File: config.mk
export PLATFORM = sky130hd
export DESIGN_NAME = port_range_list_parser_top
export DESIGN_NICKNAME = d
export VERILOG_FILES = /design/src/hw/rtl/prlp_pkg.sv /design/src/hw/rtl/prlp_step.sv /design/src/hw/rtl/port_range_list_parser_top.sv
export SDC_FILE = /design/constraint.sdc
export NUM_CORES = 1
export LEC_CHECK = 0
export BUFFER_PORTS_ARGS = -buffer_cell sky130_fd_sc_hd__clkbuf_2
export CORE_MARGIN = 3
export CORE_UTILIZATION = 55
export CTS_CLUSTER_SIZE = 25
export DETAILED_ROUTE_END_ITERATION = 8
export PLACE_DENSITY = 0.71
export SLEW_MARGIN = 10
export SYNTH_ARGS = -nofsm -noshare
export SYNTH_HDL_FRONTEND = slang
export SYNTH_HIERARCHICAL = 1
export SYNTH_SLANG_ARGS = --single-unit
File: constraint.sdc
create_clock -name clock -period 15.3 [get_ports clock]
set_input_delay 3.06 -clock clock [delete_from_list [all_inputs] [get_ports clock]]
set_output_delay 3.06 -clock clock [all_outputs]
set_load 0.005 [all_outputs]
File: src/hw/rtl/prlp_pkg.sv
// Shared types and constants of the port range list parser.
`default_nettype none

package prlp_pkg;

   localparam int unsigned LIMIT_W = 18;
   localparam int unsigned PORT_W  = 17;

   localparam logic [LIMIT_W-1:0] PORT_HARD_CAP = 18'd131072;

   // parse modes
   localparam logic [2:0] MODE_START  = 3'd0;
   localparam logic [2:0] MODE_COMMA  = 3'd1;
   localparam logic [2:0] MODE_FIRST  = 3'd2;
   localparam logic [2:0] MODE_HYPHEN = 3'd3;
   localparam logic [2:0] MODE_SECOND = 3'd4;

   // result kinds
   localparam logic [1:0] KIND_RANGE = 2'd0;
   localparam logic [1:0] KIND_DONE  = 2'd1;
   localparam logic [1:0] KIND_ERROR = 2'd2;

   // error codes
   localparam logic [2:0] ERR_NONE     = 3'd0;
   localparam logic [2:0] ERR_EMPTY    = 3'd1;
   localparam logic [2:0] ERR_BADVAL   = 3'd2;
   localparam logic [2:0] ERR_ORDER    = 3'd3;
   localparam logic [2:0] ERR_SEP      = 3'd4;
   localparam logic [2:0] ERR_TRAILING = 3'd5;

   // characters of interest
   localparam logic [7:0] CH_ZERO   = 8'h30;
   localparam logic [7:0] CH_NINE   = 8'h39;
   localparam logic [7:0] CH_COMMA  = 8'h2C;
   localparam logic [7:0] CH_HYPHEN = 8'h2D;

   // register indexes
   localparam logic REG_PORT_LIMIT = 1'b0;

   typedef struct packed {
      logic [2:0]         mode;
      logic [LIMIT_W-1:0] acc;
      logic [PORT_W-1:0]  held;
      logic               err;
   } state_type;

   typedef struct packed {
      logic [1:0]        kind;
      logic [PORT_W-1:0] range_start;
      logic [PORT_W-1:0] range_end;
      logic [2:0]        error_code;
      logic              last_of_run;
   } result_type;

endpackage

`default_nettype wire

File: src/hw/rtl/prlp_step.sv
// Per-byte parse step: next parser state and up to two results for one transfer.
`default_nettype none

module prlp_step (
   input  wire prlp_pkg::state_type          state_i,
   input  wire logic [7:0]                   ch,
   input  wire logic                         has_char,
   input  wire logic                         is_last,
   input  wire logic [prlp_pkg::LIMIT_W-1:0] limit,
   output prlp_pkg::state_type               state_o,
   output logic [1:0]                        res_count,
   output prlp_pkg::result_type              slot0,
   output prlp_pkg::result_type              slot1
);

   function automatic prlp_pkg::result_type mk_err(input logic [2:0] code);
      prlp_pkg::result_type r;
      r = '0;
      r.kind = prlp_pkg::KIND_ERROR;
      r.error_code = code;
      return r;
   endfunction

   function automatic prlp_pkg::result_type mk_range(
      input logic [prlp_pkg::PORT_W-1:0] s,
      input logic [prlp_pkg::PORT_W-1:0] e
   );
      prlp_pkg::result_type r;
      r = '0;
      r.kind = prlp_pkg::KIND_RANGE;
      r.range_start = s;
      r.range_end = e;
      return r;
   endfunction

   function automatic prlp_pkg::result_type mk_done();
      prlp_pkg::result_type r;
      r = '0;
      r.kind = prlp_pkg::KIND_DONE;
      return r;
   endfunction

   prlp_pkg::state_type                 st;
   prlp_pkg::result_type [1:0]          slot;
   logic [1:0]                          cnt;
   logic                                is_digit;
   logic                                second;
   logic                                acc_bad;
   logic                                acc_below;
   logic                                fin_bad;
   logic                                fin_below;
   logic [prlp_pkg::LIMIT_W+2:0]        prod;
   logic [prlp_pkg::LIMIT_W-1:0]        acc_next;

   always_comb begin
      st = state_i;
      if (st.mode > prlp_pkg::MODE_SECOND) begin
         st.mode = prlp_pkg::MODE_START;
      end
      slot = '0;
      cnt = 2'd0;
      is_digit = (ch >= prlp_pkg::CH_ZERO) && (ch <= prlp_pkg::CH_NINE);
      second = (st.mode == prlp_pkg::MODE_HYPHEN) || (st.mode == prlp_pkg::MODE_SECOND);
      acc_bad = (st.acc == '0) || (st.acc >= limit);
      acc_below = {1'b0, st.held} > st.acc;

      // saturating decimal accumulate
      prod = ((prlp_pkg::LIMIT_W+3)'(st.acc) * (prlp_pkg::LIMIT_W+3)'(10))
           + (prlp_pkg::LIMIT_W+3)'(ch[3:0]);
      if ((st.acc >= limit) || (prod > (prlp_pkg::LIMIT_W+3)'(limit))) begin
         acc_next = limit;
      end else begin
         acc_next = prod[prlp_pkg::LIMIT_W-1:0];
      end

      if (has_char && !st.err) begin
         if (is_digit) begin
            st.acc = acc_next;
            st.mode = second ? prlp_pkg::MODE_SECOND : prlp_pkg::MODE_FIRST;
         end else if (acc_bad) begin
            slot[0] = mk_err(prlp_pkg::ERR_BADVAL);
            cnt = 2'd1;
            st.err = 1'b1;
         end else if (!second && (ch == prlp_pkg::CH_HYPHEN)) begin
            st.held = st.acc[prlp_pkg::PORT_W-1:0];
            st.acc = '0;
            st.mode = prlp_pkg::MODE_HYPHEN;
         end else if (second && acc_below) begin
            slot[0] = mk_err(prlp_pkg::ERR_ORDER);
            cnt = 2'd1;
            st.err = 1'b1;
         end else begin
            slot[0] = mk_range(second ? st.held : st.acc[prlp_pkg::PORT_W-1:0],
                               st.acc[prlp_pkg::PORT_W-1:0]);
            cnt = 2'd1;
            st.acc = '0;
            if (ch == prlp_pkg::CH_COMMA) begin
               st.mode = prlp_pkg::MODE_COMMA;
            end else begin
               slot[1] = mk_err(prlp_pkg::ERR_SEP);
               cnt = 2'd2;
               st.err = 1'b1;
            end
         end
      end

      // end of string checks run on the state left by this byte
      fin_bad = (st.acc == '0) || (st.acc >= limit);
      fin_below = {1'b0, st.held} > st.acc;

      if (is_last) begin
         if (!st.err) begin
            case (st.mode)
               prlp_pkg::MODE_COMMA: begin
                  slot[cnt[0]] = mk_err(prlp_pkg::ERR_TRAILING);
                  cnt = cnt + 2'd1;
               end
               prlp_pkg::MODE_HYPHEN: begin
                  slot[cnt[0]] = mk_err(prlp_pkg::ERR_EMPTY);
                  cnt = cnt + 2'd1;
               end
               prlp_pkg::MODE_FIRST: begin
                  if (fin_bad) begin
                     slot[cnt[0]] = mk_err(prlp_pkg::ERR_BADVAL);
                     cnt = cnt + 2'd1;
                  end else begin
                     slot[0] = mk_range(st.acc[prlp_pkg::PORT_W-1:0],
                                        st.acc[prlp_pkg::PORT_W-1:0]);
                     slot[1] = mk_done();
                     cnt = 2'd2;
                  end
               end
               prlp_pkg::MODE_SECOND: begin
                  if (fin_bad) begin
                     slot[cnt[0]] = mk_err(prlp_pkg::ERR_BADVAL);
                     cnt = cnt + 2'd1;
                  end else if (fin_below) begin
                     slot[cnt[0]] = mk_err(prlp_pkg::ERR_ORDER);
                     cnt = cnt + 2'd1;
                  end else begin
                     slot[0] = mk_range(st.held, st.acc[prlp_pkg::PORT_W-1:0]);
                     slot[1] = mk_done();
                     cnt = 2'd2;
                  end
               end
               default: begin
                  slot[cnt[0]] = mk_done();
                  cnt = cnt + 2'd1;
               end
            endcase
         end
         st = '0;
      end

      // flag the final result of this transfer
      if (cnt == 2'd1) begin
         slot[0].last_of_run = 1'b1;
      end else if (cnt == 2'd2) begin
         slot[1].last_of_run = 1'b1;
      end
   end

   assign state_o   = st;
   assign res_count = cnt;
   assign slot0     = slot[0];
   assign slot1     = slot[1];

endmodule

`default_nettype wire

File: src/hw/rtl/port_range_list_parser_top.sv
// Top level of the port range list parser: channels, register port and result queue.
//
// Usage:
//   The req channel carries the specification string one byte per transfer
//   (req_ch, with req_has_char marking a real byte and req_is_last closing the
//   string). The rsp channel returns range elements (start, end) and one final
//   status per string: done, or the first error found. Both channels use
//   valid/stall; a transfer completes when valid is high and stall is low.
//   Results of a byte are registered in the result queue and reach rsp in order.
//   Throughput: one byte per cycle while rsp drains one result per cycle. A byte
//   yields at most two results; the result queue holds four, and req_stall rises
//   while fewer than two entries are free, so a byte is always taken whole and a
//   run of two-result bytes is throttled to the rsp rate.
//   The csr port (APB style, pready tied high) holds port_limit at address 0;
//   write it only while the parser is idle.
//   Reset: synchronous, active high; clears parser state and the queue and
//   restores port_limit to 131072. When rsp is stalled the head result holds
//   and the queue fills; req stalls once it is nearly full.
`default_nettype none

module port_range_list_parser_top #(
   parameter int unsigned QUEUE_DEPTH = 4
) (
   input  wire logic        clock,
   input  wire logic        reset,
   // byte input
   input  wire logic        req_valid,
   output logic             req_stall,
   input  wire logic [7:0]  req_ch,
   input  wire logic        req_has_char,
   input  wire logic        req_is_last,
   // results
   output logic             rsp_valid,
   input  wire logic        rsp_stall,
   output logic [1:0]       rsp_kind,
   output logic [16:0]      rsp_range_start,
   output logic [16:0]      rsp_range_end,
   output logic [2:0]       rsp_error_code,
   output logic             rsp_last_of_run,
   // register port
   input  wire logic        csr_psel,
   input  wire logic        csr_penable,
   input  wire logic        csr_pwrite,
   input  wire logic [2:0]  csr_paddr,
   input  wire logic [31:0] csr_pwdata,
   output logic [31:0]      csr_prdata,
   output logic             csr_pready
);

   localparam int unsigned PTR_W = (QUEUE_DEPTH > 1) ? $clog2(QUEUE_DEPTH) : 1;
   localparam int unsigned CNT_W = $clog2(QUEUE_DEPTH + 1);

   // register port
   logic [prlp_pkg::LIMIT_W-1:0] port_limit_ff, port_limit_in;
   logic [prlp_pkg::LIMIT_W-1:0] eff_limit_ff, eff_limit_in;
   logic                         csr_write;

   assign csr_pready = 1'b1;
   assign csr_write  = csr_psel && csr_penable && csr_pwrite
                    && (csr_paddr[2] == prlp_pkg::REG_PORT_LIMIT);

   always_comb begin
      port_limit_in = port_limit_ff;
      eff_limit_in  = eff_limit_ff;
      if (csr_write) begin
         port_limit_in = csr_pwdata[prlp_pkg::LIMIT_W-1:0];
         // clamp once here so the parse path sees the effective bound
         eff_limit_in = (csr_pwdata[prlp_pkg::LIMIT_W-1:0] > prlp_pkg::PORT_HARD_CAP)
                      ? prlp_pkg::PORT_HARD_CAP : csr_pwdata[prlp_pkg::LIMIT_W-1:0];
      end
   end

   always_comb begin
      csr_prdata = '0;
      if (csr_paddr[2] == prlp_pkg::REG_PORT_LIMIT) begin
         csr_prdata = {{(32-prlp_pkg::LIMIT_W){1'b0}}, port_limit_ff};
      end
   end

   always_ff @(posedge clock) begin
      if (reset) begin
         port_limit_ff <= prlp_pkg::PORT_HARD_CAP;
         eff_limit_ff  <= prlp_pkg::PORT_HARD_CAP;
      end else begin
         port_limit_ff <= port_limit_in;
         eff_limit_ff  <= eff_limit_in;
      end
   end

   // parser state and step logic
   prlp_pkg::state_type  state_ff, state_in, step_state;
   prlp_pkg::result_type slot0, slot1;
   logic [1:0]           res_count;
   logic                 req_xfer;
   logic                 rsp_xfer;

   prlp_step u_step (
      .state_i   (state_ff),
      .ch        (req_ch),
      .has_char  (req_has_char),
      .is_last   (req_is_last),
      .limit     (eff_limit_ff),
      .state_o   (step_state),
      .res_count (res_count),
      .slot0     (slot0),
      .slot1     (slot1)
   );

   assign req_xfer = req_valid && !req_stall;
   assign rsp_xfer = rsp_valid && !rsp_stall;

   // advance only on an accepted byte
   assign state_in = req_xfer ? step_state : state_ff;

   always_ff @(posedge clock) begin
      if (reset) begin
         state_ff <= '0;
      end else begin
         state_ff <= state_in;
      end
   end

   // result queue
   prlp_pkg::result_type queue_ff [QUEUE_DEPTH];
   logic [PTR_W-1:0]     wr_ptr_ff, wr_ptr_in;
   logic [PTR_W-1:0]     rd_ptr_ff, rd_ptr_in;
   logic [CNT_W-1:0]     count_ff, count_in;
   logic [1:0]           push_n;
   logic [PTR_W-1:0]     wr_ptr_nxt;
   prlp_pkg::result_type head;

   assign push_n     = req_xfer ? res_count : 2'd0;
   assign wr_ptr_nxt = (wr_ptr_ff == PTR_W'(QUEUE_DEPTH - 1)) ? '0 : wr_ptr_ff + PTR_W'(1);

   always_comb begin
      wr_ptr_in = wr_ptr_ff;
      if (push_n == 2'd1) begin
         wr_ptr_in = wr_ptr_nxt;
      end else if (push_n == 2'd2) begin
         wr_ptr_in = (wr_ptr_nxt == PTR_W'(QUEUE_DEPTH - 1)) ? '0 : wr_ptr_nxt + PTR_W'(1);
      end
      rd_ptr_in = rd_ptr_ff;
      if (rsp_xfer) begin
         rd_ptr_in = (rd_ptr_ff == PTR_W'(QUEUE_DEPTH - 1)) ? '0 : rd_ptr_ff + PTR_W'(1);
      end
      count_in = count_ff + CNT_W'(push_n) - CNT_W'(rsp_xfer);
   end

   always_ff @(posedge clock) begin
      if (reset) begin
         wr_ptr_ff <= '0;
         rd_ptr_ff <= '0;
         count_ff  <= '0;
      end else begin
         wr_ptr_ff <= wr_ptr_in;
         rd_ptr_ff <= rd_ptr_in;
         count_ff  <= count_in;
      end
   end

   always_ff @(posedge clock) begin
      if (push_n != 2'd0) begin
         queue_ff[wr_ptr_ff] <= slot0;
      end
      if (push_n == 2'd2) begin
         queue_ff[wr_ptr_nxt] <= slot1;
      end
   end

   // hold input while fewer than two entries are free
   assign req_stall = count_ff > CNT_W'(QUEUE_DEPTH - 2);

   assign head            = queue_ff[rd_ptr_ff];
   assign rsp_valid       = count_ff != '0;
   assign rsp_kind        = head.kind;
   assign rsp_range_start = head.range_start;
   assign rsp_range_end   = head.range_end;
   assign rsp_error_code  = head.error_code;
   assign rsp_last_of_run = head.last_of_run;

   // queue occupancy never exceeds its depth
   a_count_bound : assert property (@(posedge clock) disable iff (reset)
      count_ff <= CNT_W'(QUEUE_DEPTH))
      else $error("result queue overfilled");

   // the closing byte of a string leaves a clean parser
   a_last_clears : assert property (@(posedge clock) disable iff (reset)
      (req_xfer && req_is_last) |=>
         (state_ff.mode == prlp_pkg::MODE_START) && !state_ff.err
         && (state_ff.acc == '0) && (state_ff.held == '0))
      else $error("parser state not cleared at end of string");

   // status results carry no range, ranges carry no error code
   a_result_fields : assert property (@(posedge clock) disable iff (reset)
      rsp_valid |->
         ((rsp_kind == prlp_pkg::KIND_RANGE) && (rsp_error_code == prlp_pkg::ERR_NONE))
         || ((rsp_kind != prlp_pkg::KIND_RANGE) && (rsp_range_start == '0)
             && (rsp_range_end == '0)))
      else $error("inconsistent result fields");

   // an error result latches the error until the string ends
   a_error_latch : assert property (@(posedge clock) disable iff (reset)
      (req_xfer && !req_is_last && (res_count != 2'd0)
       && (((res_count == 2'd1) && (slot0.kind == prlp_pkg::KIND_ERROR))
           || ((res_count == 2'd2) && (slot1.kind == prlp_pkg::KIND_ERROR))))
      |=> state_ff.err)
      else $error("error not latched");

endmodule

`default_nettype wire

==> run metrics <==
top-area cell type share of the netlist area a little over a quarter; top routing layer in use met4; slowest CP cell o21ai_0; CP Max Fanout 19; Final Cell Area 19000 um^2; Tot GR Track Use between 20% and 30%; status finished, final reports clean; Mapped Avg Cell Area about 10 um^2; Logic pwr share around 20%; Vias/cell approximately 6.2; first-pass GRT wire length roughly 74000 um; area of the multi-input gates between 10000 and 15000 um^2; ANT nets after route 0; die width 185 um; dpl cell area between 15000 and 20000 um^2; clock share of power about 36%; Final Skew between 20 and 25 ps; final net count ~2k; Async S/R FF share, synth 0%; Post-route DRC 0; WL met3 around 3800 um; detailed placement HPWL between 30000 and 40000 um; Period Utilization, post-route between 80% and 90%; # setup viols final 0; Setup Total Neg Slack 0 ps; clock root cell clkbuf_16; crit path kind in -> reg; most frequent cell after synthesis nand2_1; peak supply drop about 0.000077 V; TritonRoute pass-1 iters 6; MaxCap Viol Count 0; met2 wire len between 20000 and 25000 um; Required @ worst endpoint between 15000 and 20000 ps; leakage approximately 7.5 nW; layout cells sized above 1 21.5%; Clock Tree Buf Depth 3; First DRT Iteration DRCs between 1k and 1.5k; total number of vias around 14k; post-synthesis instance area ~18000 um^2; Met1 Wirelength approximately 21000 um; clk_lat worst skew ~560 ps; Worst Path Arrival approximately 13000 ps; PostCTS Resize Cnt 0; CTS Sinks between 200 and 250; Rel. slew slack a little over a quarter; Synth cell types 96; clk slew on worst S/H paths 60 ps; top cells by count, synth nand2_1 (240), edfxtp_1 (160), mux2_2 (149), a21oi_1 (148), ha_1 (136); Post-CTS Setup Repair Bufs 0; Yosys top cell by area edfxtp_1; Starting Density 56.7%; post-synthesis register bit count around 240; Hold Crit Class reg -> reg; Final Max Tran Viols 0; switch share between 20% and 30%; worst-margin pin slew 1100 ps; Post-CTS Hold Buffers 0; core footprint 31000 um^2; Reg power frac 43.4%; Post-synth EDFFs 160; crit end category register; I/O pin count approximately 130; Cell Int Power about 1.3 mW; ys flop type edfxtp_1; num rows 64; synth warn 6; sequential-to-total area share from yosys stat approximately 37%; sw power between 0.4 and 0.5 mW; Power Dens Cells between 90 and 100 nW/um^2; die area 34100 um^2; largest net degree at the start of global routing 82; number of fill cells in the layout around 2.6k; Syn Inst Count approximately 1.7k; vias in the first global route 13.1k; max incr delay on CP 790 ps; die height roughly 180 um; drt total wl about 47000 um; CTS Buf Count 28; Post-Route Utilization between 60% and 70%; CTS tree built; unrepaired setup endpoints after global routing no; synth-to-layout area growth 8.17%; # port buffers 95; top cells by area, synth edfxtp_1 (27%), ha_1 (9.7%), dfxtp_1 (9.6%); antenna cells 0; H-tree levels 1; GP Congestion just over 1; Reg area between 6000 and 7000 um^2; nature of the critical path startpoint primary input; final hold vios 0; drt wl/cell 21.4 um; initial antenna violation count 0; Final min period about 13000 ps; gr ovfl total 0; fmax just under 0.08 GHz
[placed cells by master, fill, tap and decap left out, types with 10 or more instances in the layout]
cell type	count
dfxtp_1	82
nand3_1	15
mux4_2	40
conb_1	50
nand2_1	239
mux2_2	149
inv_1	76
ha_1	136
nand2b_1	13
a22o_1	14
clkbuf_16	28
a221o_1	14
o211ai_1	14
nand3b_1	19
edfxtp_1	160
buf_4	24
o21a_1	10
o21ai_0	53
o31a_1	10
clkbuf_2	95
mux2_1	13
nor2b_1	37
xnor2_1	16
a21oi_1	148
nor3_1	17
nand4_1	21
mux2i_1	14
a21o_1	21
and2_1	15
nor2_1	85
[path summary, 6_finish.rpt]
check                                 startpoint                              to  slack (ps)  depth (start not counted)
hold reg to reg   port_limit_ff[17]$_SDFFE_PP1P_  port_limit_ff[17]$_SDFFE_PP1P_         440                          2
setup reg to reg       state_ff[19]$_SDFFE_PP0N_        queue_ff[0][7]$_DFFE_PP_        3480                         35
hold / removal    port_limit_ff[17]$_SDFFE_PP1P_  port_limit_ff[17]$_SDFFE_PP1P_         440                          2
setup / recovery                       req_ch[1]        queue_ff[0][7]$_DFFE_PP_        2510                         35
[cells by family (layout without fill, tap and decap cells)]
kind of cell,after synthesis,count (layout),share of synthesized area [%]
DFF,244,244,36.9
AOI/OAI and AO/OA,377,377,14.4
muxes,217,217,16.4
adders and majority gates,139,139,10.0
other,3,50,0.0641
and+or+nand+nor,526,526,14.5
buffers and inverters,211,248,6.41
xor gates and xnor gates,24,24,1.20
[metrics by stage]
step	hold slack (ps)	setup WS, ps	power (mW)	instances
final	440	2510	1.79	2221
after global routing	468	1800	1.86	2221
after CTS	447	2750	1.80	2221
after detailed placement	438	2190	1.15	2170
after global placement	428	2190	1.15	2170
after floorplan	416	3410	1.04	1788
[critical path: cells and delay by family]
kind	cells	cell delay, ps
multiplexers	1	320
AO/OA/AOI/OAI	16	5200
XOR/XNOR	1	380
buffers and inverters	3	650
AND/OR/NAND/NOR	10	2330
adder cells (fa/ha/maj)	4	1070
[power by group through the flow]
stage	clock, mW	combinational (mW)	sequential, mW
global route	0.685	0.399	0.779
floorplan	0	0.254	0.785
finish	0.648	0.362	0.775
detailed placement	0	0.364	0.789
CTS	0.657	0.365	0.776
global placement	0	0.360	0.786
[final cells by class]
type | count | area share [%]
sequential | 244 | 34.2
tap | 396 | 2.61
multi-input combinational | 1333 | 53.5
clock buffer | 43 | 4.35
clock inverter | 8 | 0.402
timing repair buffer | 119 | 3.45
inverter | 78 | 1.54
[registers in the layout (all words and copies together), names as in the netlist, named ones only]
name	cells
queue_ff	160
state_ff	39
eff_limit_ff	18
port_limit_ff	18
count_ff	3
rd_ptr_ff	2
wr_ptr_ff	2
[per-layer routing]
layer	GRT usage, %	up-vias
met2	43.7	573
met4	6.36	0
met3	4.87	79
li1	-	6506
met5	0	-
met1	39.2	6612
No activity file was read; power rests on OpenSTA's default activity.
